[src/rtl/core/bet_pkg.sv]
// Shared types and constants for the cubic Bezier ease table generator.
// Depends on nothing; used by every module under rtl/core.
package bet_pkg;
  localparam int QW = 32;
  localparam int FRAC = 28;
  localparam logic signed [31:0] Q_MAX = 32'sh7fffffff;
  localparam logic signed [31:0] Q_MIN = -32'sh7fffffff - 32'sd1;
  localparam logic signed [31:0] ONE_Q = 32'sh10000000;
  localparam logic [31:0] TOL_Q = 32'd26844;
  // 2^28 = 127*CTRL_STEP + 1
  localparam logic [31:0] CTRL_STEP = 32'd2113665;

  // Saturate a wide signed value to Q4.28.
  function automatic logic signed [31:0] sat_q(input logic signed [65:0] v);
    logic signed [31:0] r;
    if (v > 66'(Q_MAX)) r = Q_MAX;
    else if (v < 66'(Q_MIN)) r = Q_MIN;
    else r = v[31:0];
    return r;
  endfunction

  // Control byte to Q4.28: floor((c*2^28+63)/127). The leftover c+63 over
  // 127 adds one from c = 64 up.
  function automatic logic signed [31:0] ctrl_q(input logic [6:0] c);
    return 32'(c) * CTRL_STEP + {31'd0, c[6]};
  endfunction

  // Divider request/response bundle.
  typedef struct packed {
    logic start;
    logic signed [31:0] num;
    logic signed [31:0] den;
  } div_req_t;

  typedef struct packed {
    logic done;
    logic signed [31:0] quo;
  } div_rsp_t;
endpackage

[src/rtl/core/bezier_ease_table_gen.sv]
// Cubic Bezier ease table generator. One curve (four 7-bit control bytes)
// enters; a straight line yields one result marked linear, otherwise
// TABLE_SIZE results follow, one per sample, in index order. Each sample
// runs up to MAX_ITER Newton steps on one shared 32x32 multiply-add unit
// (a curve pass of 3 products, a slope pass of 2) and a serial divider; a
// sample ends its Newton steps early once it converges or its slope is zero,
// and it waits while the previous result is still held on the result side.
// The input is not ready while a curve is being worked or a result waits.
module bezier_ease_table_gen
  import bet_pkg::*;
#(
  parameter int TABLE_SIZE = 64,
  parameter int MAX_ITER = 16
) (
  input  logic        clk,
  input  logic        rst_n,
  input  logic        in_valid,
  output logic        in_ready,
  input  logic [6:0]  in_ctrl_x1,
  input  logic [6:0]  in_ctrl_y1,
  input  logic [6:0]  in_ctrl_x2,
  input  logic [6:0]  in_ctrl_y2,
  output logic        out_valid,
  input  logic        out_ready,
  output logic        out_is_linear,
  output logic [5:0]  out_entry_index,
  output logic [15:0] out_curve_value,
  output logic        out_last
);
  localparam int IW = $clog2(MAX_ITER + 1);
  localparam logic [3:0] S_IDLE = 4'd0, S_SETUP = 4'd1, S_EV = 4'd2,
    S_CHK = 4'd3, S_SL = 4'd4, S_DIV = 4'd5, S_YEV = 4'd6, S_OUT = 4'd7,
    S_YSET = 4'd8;
  // Sample point x = (2d+1)*2^28/XDEN kept as quotient and remainder
  localparam int XDEN = 2 * TABLE_SIZE;
  localparam logic signed [31:0] XS_FIRST = 32'((longint'(1) << FRAC) / XDEN);
  localparam logic [7:0] XR_FIRST = 8'((longint'(1) << FRAC) % XDEN);
  localparam logic signed [31:0] XS_STEP = 32'((longint'(1) << (FRAC + 1)) / XDEN);
  localparam logic [7:0] XR_STEP = 8'((longint'(1) << (FRAC + 1)) % XDEN);
  localparam logic [7:0] XR_WRAP = 8'(XDEN);

  logic [3:0] st_r, st_nxt;
  logic signed [31:0] p1_r, p2_r, q1_r, q2_r, t_r, xs_r, acc_r, v_r;
  logic signed [31:0] p1_nxt, p2_nxt, q1_nxt, q2_nxt, t_nxt, xs_nxt, acc_nxt,
    v_nxt;
  logic signed [31:0] ka_r, kb_r, kc_r, ka_nxt, kb_nxt, kc_nxt;
  logic [7:0] xr_r, xr_nxt, xr_sum;
  logic [1:0] ph_r, ph_nxt;
  logic [5:0] d_r, d_nxt;
  logic [IW-1:0] k_r, k_nxt;
  logic ov_r, ov_nxt, olin_r, olin_nxt, olast_r, olast_nxt;
  logic [5:0] oidx_r, oidx_nxt;
  logic [15:0] oval_r, oval_nxt;
  logic signed [63:0] prod_r, prod_nxt;
  logic mulv_r, mulv_nxt;
  div_req_t dreq;
  div_rsp_t drsp;
  logic signed [31:0] mprod, bv, cv, abs_v;
  logic signed [65:0] ysh;

  bet_div u_div (.clk(clk), .rst_n(rst_n), .req(dreq), .rsp(drsp));

  // Floor of the registered product by 2^28, saturated
  assign mprod = sat_q(66'(prod_r >>> FRAC));
  assign abs_v = v_r[31] ? -v_r : v_r;
  assign ysh = 66'(acc_r >>> 12);
  assign xr_sum = xr_r + XR_STEP;

  always_comb begin
    st_nxt = st_r; p1_nxt = p1_r; p2_nxt = p2_r; q1_nxt = q1_r; q2_nxt = q2_r;
    t_nxt = t_r; xs_nxt = xs_r; acc_nxt = acc_r; v_nxt = v_r; ph_nxt = ph_r;
    ka_nxt = ka_r; kb_nxt = kb_r; kc_nxt = kc_r; xr_nxt = xr_r;
    d_nxt = d_r; k_nxt = k_r; ov_nxt = ov_r; olin_nxt = olin_r;
    olast_nxt = olast_r; oidx_nxt = oidx_r; oval_nxt = oval_r;
    mulv_nxt = 1'b0; prod_nxt = prod_r;
    dreq = '{start: 1'b0, num: v_r, den: acc_r};
    bv = kb_r; cv = kc_r;
    if (ov_r && out_ready) ov_nxt = 1'b0;
    case (st_r)
      S_IDLE: begin
        if (in_valid && !ov_r) begin
          if (in_ctrl_x1 == in_ctrl_y1 && in_ctrl_x2 == in_ctrl_y2) begin
            ov_nxt = 1'b1; olin_nxt = 1'b1; oidx_nxt = '0; oval_nxt = '0;
            olast_nxt = 1'b1;
          end else begin
            p1_nxt = ctrl_q(in_ctrl_x1); p2_nxt = ctrl_q(in_ctrl_x2);
            q1_nxt = ctrl_q(in_ctrl_y1); q2_nxt = ctrl_q(in_ctrl_y2);
            xs_nxt = XS_FIRST; xr_nxt = XR_FIRST;
            d_nxt = '0; st_nxt = S_SETUP;
          end
        end
      end
      S_SETUP: begin
        // Start a sample at t = x
        t_nxt = xs_r;
        k_nxt = '0;
        ka_nxt = sat_q(66'(ONE_Q) + 66'(3) * 66'(p1_r) - 66'(3) * 66'(p2_r));
        kb_nxt = sat_q(66'(3) * 66'(p2_r) - 66'(6) * 66'(p1_r));
        kc_nxt = sat_q(66'(3) * 66'(p1_r));
        acc_nxt = ka_nxt; ph_nxt = '0; st_nxt = S_EV;
      end
      S_EV, S_SL, S_YEV: begin
        // Horner pass on the shared multiplier: multiply, then add
        if (!mulv_r) begin
          prod_nxt = 64'(acc_r) * 64'(t_r); mulv_nxt = 1'b1;
        end else begin
          ph_nxt = ph_r + 2'd1;
          if (ph_r == 2'd0) acc_nxt = sat_q(66'(mprod) + 66'(bv));
          else if (ph_r == 2'd1) acc_nxt = sat_q(66'(mprod) + 66'(cv));
          else acc_nxt = mprod;
          if ((st_r != S_EV && st_r != S_YEV && ph_r == 2'd1) || ph_r == 2'd2) begin
            if (st_r == S_EV) begin
              v_nxt = sat_q(66'(mprod) - 66'(xs_r)); st_nxt = S_CHK;
            end else if (st_r == S_SL) begin
              st_nxt = S_DIV; dreq.start = 1'b0;
            end else begin
              st_nxt = S_OUT;
            end
          end
        end
      end
      S_CHK: begin
        if (32'(abs_v) < TOL_Q || k_r == IW'(MAX_ITER)) begin
          st_nxt = S_YSET;
        end else begin
          ka_nxt = sat_q(66'(3) * 66'(ka_r)); kb_nxt = sat_q(66'(2) * 66'(kb_r));
          acc_nxt = ka_nxt; ph_nxt = '0; st_nxt = S_SL;
        end
      end
      S_DIV: begin
        // Issue division once (skip to the y pass if the slope is zero), wait for quotient
        if (ph_r != 2'd3) begin
          if (acc_r == 32'sd0) begin
            st_nxt = S_YSET;
          end else begin
            dreq.start = 1'b1; ph_nxt = 2'd3;
          end
        end else if (drsp.done) begin
          t_nxt = sat_q(66'(t_r) - 66'(drsp.quo)); k_nxt = k_r + IW'(1);
          ka_nxt = sat_q(66'(ONE_Q) + 66'(3) * 66'(p1_r) - 66'(3) * 66'(p2_r));
          kb_nxt = sat_q(66'(3) * 66'(p2_r) - 66'(6) * 66'(p1_r));
          acc_nxt = ka_nxt; ph_nxt = '0; st_nxt = S_EV;
        end
      end
      S_YSET: begin
        ka_nxt = sat_q(66'(ONE_Q) + 66'(3) * 66'(q1_r) - 66'(3) * 66'(q2_r));
        kb_nxt = sat_q(66'(3) * 66'(q2_r) - 66'(6) * 66'(q1_r));
        kc_nxt = sat_q(66'(3) * 66'(q1_r));
        acc_nxt = ka_nxt; ph_nxt = '0; st_nxt = S_YEV;
      end
      S_OUT: begin
        // Hold until the output register is free
        if (!ov_r) begin
          ov_nxt = 1'b1; olin_nxt = 1'b0; oidx_nxt = d_r;
          olast_nxt = (d_r == 6'(TABLE_SIZE - 1));
          if (acc_r[31]) oval_nxt = '0;
          else if (ysh > 66'sd65535) oval_nxt = 16'hffff;
          else oval_nxt = ysh[15:0];
          if (d_r == 6'(TABLE_SIZE - 1)) st_nxt = S_IDLE;
          else begin
            d_nxt = d_r + 6'd1; st_nxt = S_SETUP;
            // Advance the sample point, carrying the remainder
            if (xr_sum >= XR_WRAP) begin
              xs_nxt = xs_r + XS_STEP + 32'sd1; xr_nxt = xr_sum - XR_WRAP;
            end else begin
              xs_nxt = xs_r + XS_STEP; xr_nxt = xr_sum;
            end
          end
        end
      end
      default: st_nxt = S_IDLE;
    endcase
    if (mulv_r && st_nxt == st_r && ph_nxt != ph_r) mulv_nxt = 1'b0;
  end

  always_ff @(posedge clk) begin
    p1_r <= p1_nxt; p2_r <= p2_nxt; q1_r <= q1_nxt; q2_r <= q2_nxt;
    t_r <= t_nxt; xs_r <= xs_nxt; acc_r <= acc_nxt; v_r <= v_nxt;
    ka_r <= ka_nxt; kb_r <= kb_nxt; kc_r <= kc_nxt; d_r <= d_nxt; k_r <= k_nxt;
    olin_r <= olin_nxt; olast_r <= olast_nxt; oidx_r <= oidx_nxt;
    oval_r <= oval_nxt; prod_r <= prod_nxt; xr_r <= xr_nxt;
    if (!rst_n) begin
      st_r <= S_IDLE; ov_r <= 1'b0; mulv_r <= 1'b0; ph_r <= '0;
    end else begin
      st_r <= st_nxt; ov_r <= ov_nxt; mulv_r <= mulv_nxt; ph_r <= ph_nxt;
    end
  end

  assign in_ready = (st_r == S_IDLE) && !ov_r;
  assign out_valid = ov_r;
  assign out_is_linear = olin_r;
  assign out_entry_index = oidx_r;
  assign out_curve_value = oval_r;
  assign out_last = olast_r;

`ifndef SYNTH
  a_busy_not_ready: assert property (@(posedge clk) disable iff (!rst_n)
    (st_r != S_IDLE) |-> !in_ready) else $error("ready while busy");
  a_hold_out: assert property (@(posedge clk) disable iff (!rst_n)
    (out_valid && !out_ready) |=> (out_valid && $stable(out_curve_value)))
    else $error("result dropped");
  a_lin_last: assert property (@(posedge clk) disable iff (!rst_n)
    (out_valid && out_is_linear) |-> out_last) else $error("linear not last");
`endif
endmodule

[src/rtl/core/bet_div.sv]
// Radix-2 restoring divider: trunc(num*2^28/den), saturated to Q4.28.
// Depends on bet_pkg.
module bet_div
  import bet_pkg::*;
(
  input  logic     clk,
  input  logic     rst_n,
  input  div_req_t req,
  output div_rsp_t rsp
);
  logic [59:0] dvd_r, dvd_nxt;
  logic [60:0] rem_r, rem_nxt;
  logic [31:0] dvs_r, dvs_nxt;
  logic [59:0] quo_r, quo_nxt;
  logic        neg_r, neg_nxt;
  logic [5:0]  cnt_r, cnt_nxt;
  logic        busy_r, busy_nxt;
  logic        done_r, done_nxt;
  logic [60:0] trial;
  logic [31:0] an, ad;
  logic signed [65:0] sq;

  always_comb begin
    an = req.num[31] ? 32'(-req.num) : 32'(req.num);
    ad = req.den[31] ? 32'(-req.den) : 32'(req.den);
    trial = {rem_r[59:0], dvd_r[59]} - {29'd0, dvs_r};
    dvd_nxt = dvd_r; rem_nxt = rem_r; dvs_nxt = dvs_r; quo_nxt = quo_r;
    neg_nxt = neg_r; cnt_nxt = cnt_r; busy_nxt = busy_r; done_nxt = 1'b0;
    // Load operands
    if (req.start) begin
      dvd_nxt = {an, 28'd0}; rem_nxt = '0; dvs_nxt = ad; quo_nxt = '0;
      neg_nxt = req.num[31] ^ req.den[31]; cnt_nxt = 6'd0; busy_nxt = 1'b1;
    end else if (busy_r) begin
      // Shift one quotient bit per cycle
      if (!trial[60]) begin
        rem_nxt = trial; quo_nxt = {quo_r[58:0], 1'b1};
      end else begin
        rem_nxt = {rem_r[59:0], dvd_r[59]}; quo_nxt = {quo_r[58:0], 1'b0};
      end
      dvd_nxt = {dvd_r[58:0], 1'b0};
      cnt_nxt = cnt_r + 6'd1;
      if (cnt_r == 6'd59) begin
        busy_nxt = 1'b0; done_nxt = 1'b1;
      end
    end
  end

  always_ff @(posedge clk) begin
    dvd_r <= dvd_nxt; rem_r <= rem_nxt; dvs_r <= dvs_nxt; quo_r <= quo_nxt;
    neg_r <= neg_nxt; cnt_r <= cnt_nxt;
    if (!rst_n) begin
      busy_r <= 1'b0; done_r <= 1'b0;
    end else begin
      busy_r <= busy_nxt; done_r <= done_nxt;
    end
  end

  assign sq = neg_r ? -$signed({6'd0, quo_r}) : $signed({6'd0, quo_r});
  assign rsp.done = done_r;
  assign rsp.quo = sat_q(sq);
endmodule

[config.mk]
export PLATFORM = sky130hd
export DESIGN_NAME = bezier_ease_table_gen
export DESIGN_NICKNAME = d
export VERILOG_FILES = /design/src/rtl/core/bet_pkg.sv /design/src/rtl/core/bezier_ease_table_gen.sv /design/src/rtl/core/bet_div.sv
export SDC_FILE = /design/constraint.sdc
export NUM_CORES = 2
export LEC_CHECK = 0
export BUFFER_PORTS_ARGS = -buffer_cell sky130_fd_sc_hd__buf_2
export CORE_UTILIZATION = 40
export DETAILED_ROUTE_END_ITERATION = 10
export PLACE_DENSITY_LB_ADDON = 0.15
export SLEW_MARGIN = 20
export SYNTH_ARGS = -nofsm -noshare
export SYNTH_HDL_FRONTEND = slang
export SYNTH_SLANG_ARGS = --single-unit
[constraint.sdc]
create_clock -name clk -period 24.9 [get_ports clk]
set_input_delay 2.49 -clock clk [delete_from_list [all_inputs] [get_ports clk]]
set_output_delay 2.49 -clock clk [all_outputs]
set_load 0.005 [all_outputs]
* Word-level counts from Yosys, hierarchy flattened *
Index checks and enable logic that the tools add are counted.
Widths: inputs -> output; s select.

word-level totals
  word-level logic and storage cells = 287
  bits in registers = 652
  output and inout port bits = 26
  input bits = 32

cells by class
  bitwise logic cells = 6
  reductions and logical operators = 33
  $lt $le $gt $ge = 31
  $add $sub $neg = 25
  equal/unequal tests = 30
  mux-type cells = 118
  $mul = 12

operators with widths
  kind                    number
  $mux 32                 44
  $pmux 32 s4             2
  $gt 66x32->1 const B    3
  $lt 33x32->1 const B    6
  $lt 66x32->1 const B    3
  $mul 2x30->32 const A   6
  $pmux 32 s2             3
  $mux 60                 3
  $gt 33x32->1 const B    5
  $pmux 32 s5             1
  $add 29x1->30           4
  $mul 7x22->29 const B   4
  $mux 16                 5
  $gt 35x32->1 const B    2
  $lt 35x32->1 const B    2
  $gt 34x32->1 const B    2
  $lt 34x32->1 const B    2
  $sub 32x33->34          2
  $add 29x32->33 const A  2
  $add 32x32->33          2
  $mux 66                 1
  $neg 60->66             1
  $sub 32x32->33          2
  $mul 32x32->64          1
  65 further kinds        147

* Logic depth before layout (Yosys ltp) *
  depth after elaboration = 12
  mapped depth = 31
  gate-level depth less buffers = 29

* Hierarchy *
From an unflattened synthesis, not the netlist that was laid out.

second synthesis, totals
  cell total of the unflattened synthesis = 10154
  area, all modules = 89666.0 um^2

by module, submodules not included
  module                 area each (um^2)  sequential area each (um^2)  cells each  instances
  bezier_ease_table_gen  76221.9           12502.0                      8502        1
  bet_div                13444.1           4514.3                       1652        1

* Worst setup path after synthesis *
OpenSTA, ideal clock, no wires.

  path kind = register -> register
  start point = register acc_r[31]
  end point = register prod_r[63] (data pin)
  path slack = 15.654 ns
  clock period less this slack = 9.246 ns
  data arrival time = 8.986 ns
  setup time = 0.260 ns
  cell stages (with the launch flop) = 28
  required time = 24.640 ns
  path through = edfxtp_1 > clkbuf_1 > buf_1 > nand2_1 > inv_1 > fa_1 > fa_1 > inv_1 > fa_1 > inv_1 > fa_1 > fa_1 > fa_1 > fa_1 > fa_1 > ha_1 > clkbuf_1 > a21o_1 > a21o_1 > a2111oi_0 > o31ai_1 > a31oi_1 > o21ai_0 > a21oi_1 > o21ai_0 > o41ai_1 > o21bai_1 > xnor2_1

between the ends
  word-level cells in the longest chain between the ends = 1

ends and longest elaborated chain
  element                 line                          source
  start, declared         bezier_ease_table_gen.sv:43   logic signed [31:0] p1_r, p2_r, q1_r, q2_r, t_r, xs_r, acc_r, v_r;
  start signal, assigned  bezier_ease_table_gen.sv:178  t_r <= t_nxt; xs_r <= xs_nxt; acc_r <= acc_nxt; v_r <= v_nxt;
  $mul 32x32->64          bezier_ease_table_gen.sv:105  prod_nxt = 64'(acc_r) * 64'(t_r); mulv_nxt = 1'b1;
  end signal, assigned    bezier_ease_table_gen.sv:181  oval_r <= oval_nxt; prod_r <= prod_nxt; xr_r <= xr_nxt;
  end, declared           bezier_ease_table_gen.sv:54   logic signed [63:0] prod_r, prod_nxt;

Every way passes these cells.
A chain may end at the register's enable or synchronous reset.

* Final worst setup path *
  start point = register t_r[0]
  end point = register prod_r[63] (data pin)

between the ends
  word-level cells in the longest chain between the ends = 1

ends and longest elaborated chain
  element                 line
  start, declared         bezier_ease_table_gen.sv:43
  start signal, assigned  bezier_ease_table_gen.sv:178
  $mul 32x32->64          bezier_ease_table_gen.sv:105

Every way passes these cells.

==> results by group <==
Status
  – Result of the run: finished, final reports clean

Clocking
  – Library cell used as clock root buffer: sky130_fd_sc_hd__clkbuf_16
  – Number of hold buffers added after CTS: 0
  – Htree depth: 3
  – TritonCTS clock tree: yes
  – Clk slew on worst S/H paths: around 0.060 ns
  – Buffer depth of the longest clock path: 3
  – Post-CTS setup-driven buffer insertion count: 0
  – Clock buffer count from CTS: 78
  – Clock latency at the later pin of the worst-skew pair: a little over 0.7 ns
  – Post-CTS sizing: 0
  – Sinks on the clock net: around 610

Synth
  – Adder and majority cell fraction of the synthesized area: roughly 36%
  – Cell variety after synth: 92
  – Post-synthesis mux area share: 1.19%
  – Post-synthesis compound-gate area fraction: 14.3%
  – Seq/Total Area, Yosys: between 10% and 20%
  – Primary flip-flop cell chosen by synthesis mapping: sky130_fd_sc_hd__edfxtp_1
  – Post-synthesis register bit count: slightly above 600
  – Main combinational cell family by area after synthesis: adder cells
  – Count of flip-flops with a built-in enable after synthesis: between 400 and 500
  – Post-synthesis cell count: a little under 10,000
  – Synth async-reset ratio: 0%
  – Yosys warns: 0
  – Synthesized area divided by synthesized cell count: just under 9 um2
  – Post-Synthesis Cell Area: between 80,000 and 90,000 um2
  – Post-synthesis share of cell area spent on and, or, nand and nor gates: around 15%
  – Xor and xnor area share after synthesis: between 6 and 7%
  – Syn nets: 11,600

Critical path
  – Startpoint Class: register
  – Critical path class: reg2reg
  – Largest driver fanout on the critical path: 30
  – Data required time of the critical path: 25.34 ns
  – Largest stage delay, worst path: between 1 and 1.5 ns
  – Combined buffer and inverter count along the critical path: 4
  – Crit path arrival time: 10.30 ns
  – Gate family responsible for the most delay along the worst path: adder cells
  – Cell type of the slowest stage on the worst timing path: sky130_fd_sc_hd__fa_4
  – Crit path capture type: register
  – Worst path most repeated cell: sky130_fd_sc_hd__fa_1

STA
  – Final WS setup: about 15 ns
  – Time the worst path needs with I/O delays and setup: roughly 9.9 ns
  – Count of pins over their slew limit: 0
  – Setup repair after global routing missed its margin: false
  – Final setup violation count: 0
  – Setup clock skew after layout: around 0.038 ns
  – Setup_tns: 0 ns
  – Worst-case headroom to the max-slew limit: a little over a quarter
  – Ratio of final minimum period to clock period: between 30% and 40%
  – Maximum frequency from static timing analysis: 101 MHz
  – Number of hold violations in the final report: 0
  – Worst slew pin tran: approximately 1.1 ns

Detailed routing
  – Detailed router's first-iteration violation count: 4,615
  – Antenna-violating nets left: 0
  – Overall via count from detail_route: 68,800
  – Detailed-router iteration count before antenna repair: 6
  – Detailed-route wire length: ~280 mm
  – Number of vias per cell after detailed routing: 5.50
  – Final routed DRC violation total: 0
  – Routed wire per std cell: between 20 and 25 um

Die
  – Die footprint: between 200,000 and 250,000 um2
  – Floorplan Core Area: approximately 220,000 um2
  – Die height: about 470 um
  – Site row count: about 170
  – IO Count: 58
  – Die Width: 469 um
  – Starting density of the core: 40.2%

Layout
  – Final Core Density: between 40% and 50%
  – Relative area change from synthesis to final layout: 6.99%
  – Largest registers: u_div.quo_r: 60 flops, u_div.rem_r: 60 flops, prod_r: 36 flops
  – Proportion of layout cells with a drive suffix above 1: under 10%
  – Most frequent cells in the layout: 1,419 x sky130_fd_sc_hd__inv_1, 1,196 x sky130_fd_sc_hd__nand2_1, 1,094 x sky130_fd_sc_hd__fa_1
  – Net count of the finished layout: ~11,000
  – Most common cell after layout, fill and taps aside: sky130_fd_sc_hd__inv_1
  – Count of inserted antenna diode cells: 0
  – Final Non-Filler Cells: 12,500

GRT
  – Pin count of the biggest net entering global routing: between 100 and 150
  – GRT overflow: 0
  – Vias in the first global route: just over 70,000
  – Global router's overall resource usage: around a quarter
  – Initial antenna violation count: 4
  – First-pass GRT wire length: ~430 mm

Placement
  – IO buf count: 57
  – Setup slack at placement: ~15 ns
  – GP Congestion: approximately 0.95
  – Number of cells in the design after placement: ~12,000
  – Hpwl dp: ~220 mm

Flow run
  – Max_cap viols: 0

Hold path
  – Hold/Removal Path Class: reg2reg
area by class of cell:
class | count | area (um2)
fillers | 21500 | 124000
multi-input cells | 7282 | 63300
flip-flops and latches | 612 | 17000
inverters | 1421 | 5340
well taps | 2854 | 3570
clock buffers | 94 | 2110
repair buffers | 209 | 1430
clock inverters | 47 | 542
cell usage after synthesis, types with 77 or more instances:
| library cell | number | share of area [%] |
|---|---|---|
| sky130_fd_sc_hd__mux2i_1 | 100 | 1.1 |
| sky130_fd_sc_hd__and2_1 | 289 | 2.1 |
| sky130_fd_sc_hd__a21oi_1 | 483 | 2.8 |
| sky130_fd_sc_hd__nor3_1 | 120 | 0.69 |
| sky130_fd_sc_hd__clkbuf_1 | 428 | 1.8 |
| sky130_fd_sc_hd__a21o_1 | 211 | 1.8 |
| sky130_fd_sc_hd__nand3_1 | 119 | 0.68 |
| sky130_fd_sc_hd__xnor2_1 | 408 | 4.1 |
| sky130_fd_sc_hd__inv_1 | 1419 | 6.1 |
| sky130_fd_sc_hd__o31ai_1 | 77 | 0.66 |
| sky130_fd_sc_hd__nor2b_1 | 103 | 0.74 |
| sky130_fd_sc_hd__nor2_1 | 487 | 2.1 |
| sky130_fd_sc_hd__dfxtp_1 | 136 | 3.1 |
| sky130_fd_sc_hd__o21ai_0 | 502 | 2.9 |
| sky130_fd_sc_hd__ha_1 | 700 | 10 |
| sky130_fd_sc_hd__nand2_1 | 1198 | 5.2 |
| sky130_fd_sc_hd__o21a_1 | 140 | 1.2 |
| sky130_fd_sc_hd__xor2_1 | 235 | 2.4 |
| sky130_fd_sc_hd__fa_1 | 1096 | 25 |
| sky130_fd_sc_hd__edfxtp_1 | 476 | 16 |
| sky130_fd_sc_hd__nand2b_1 | 112 | 0.80 |
worst min-delay path, stage by stage (launching register included):
cell,delay (ns)
sky130_fd_sc_hd__dfxtp_1,0.32
sky130_fd_sc_hd__nand2_1,0.06
sky130_fd_sc_hd__a31oi_1,0.07
path summary, 6_finish.rpt:
| path | startpoint | end | slack (ns) | cells after the start |
|---|---|---|---|---|
| setup / recovery | t_r[0] | prod_r[63] | 15.05 | 25 |
| hold / removal | u_div.rem_r[30] | u_div.rem_r[31] | 0.50 | 2 |
| setup reg to reg | t_r[0] | prod_r[63] | 15.05 | 25 |
| hold reg to reg | u_div.rem_r[30] | u_div.rem_r[31] | 0.50 | 2 |
layer usage:
metal | GRT usage [%] | share of wire (%) | vias up
li1 | - | - | 32100
met1 | 32.3 | 42 | 34400
met2 | 44.6 | 49 | 1854
met3 | 2.87 | 4.6 | 538
met4 | 10.2 | 4.6 | 2
met5 | 0.173 | 0.021 | -
kinds of logic after synthesis:
group,after synthesis
compound gates,1938
xor+xnor,643
fa+ha+maj,1825
buf+inv,1880
flops,612
mux,103
simple gates,2773
through the flow:
stage	instance area, um2	hold slack, ns
after floorplan	87200	0.460
after global placement	90600	0.478
after detailed placement	90700	0.488
after CTS	93300	0.496
after global routing	93300	0.518
final	93300	0.498
Power is not shown: default switching activity piles up to over one toggle a cycle in this logic, so the estimate is an artifact.
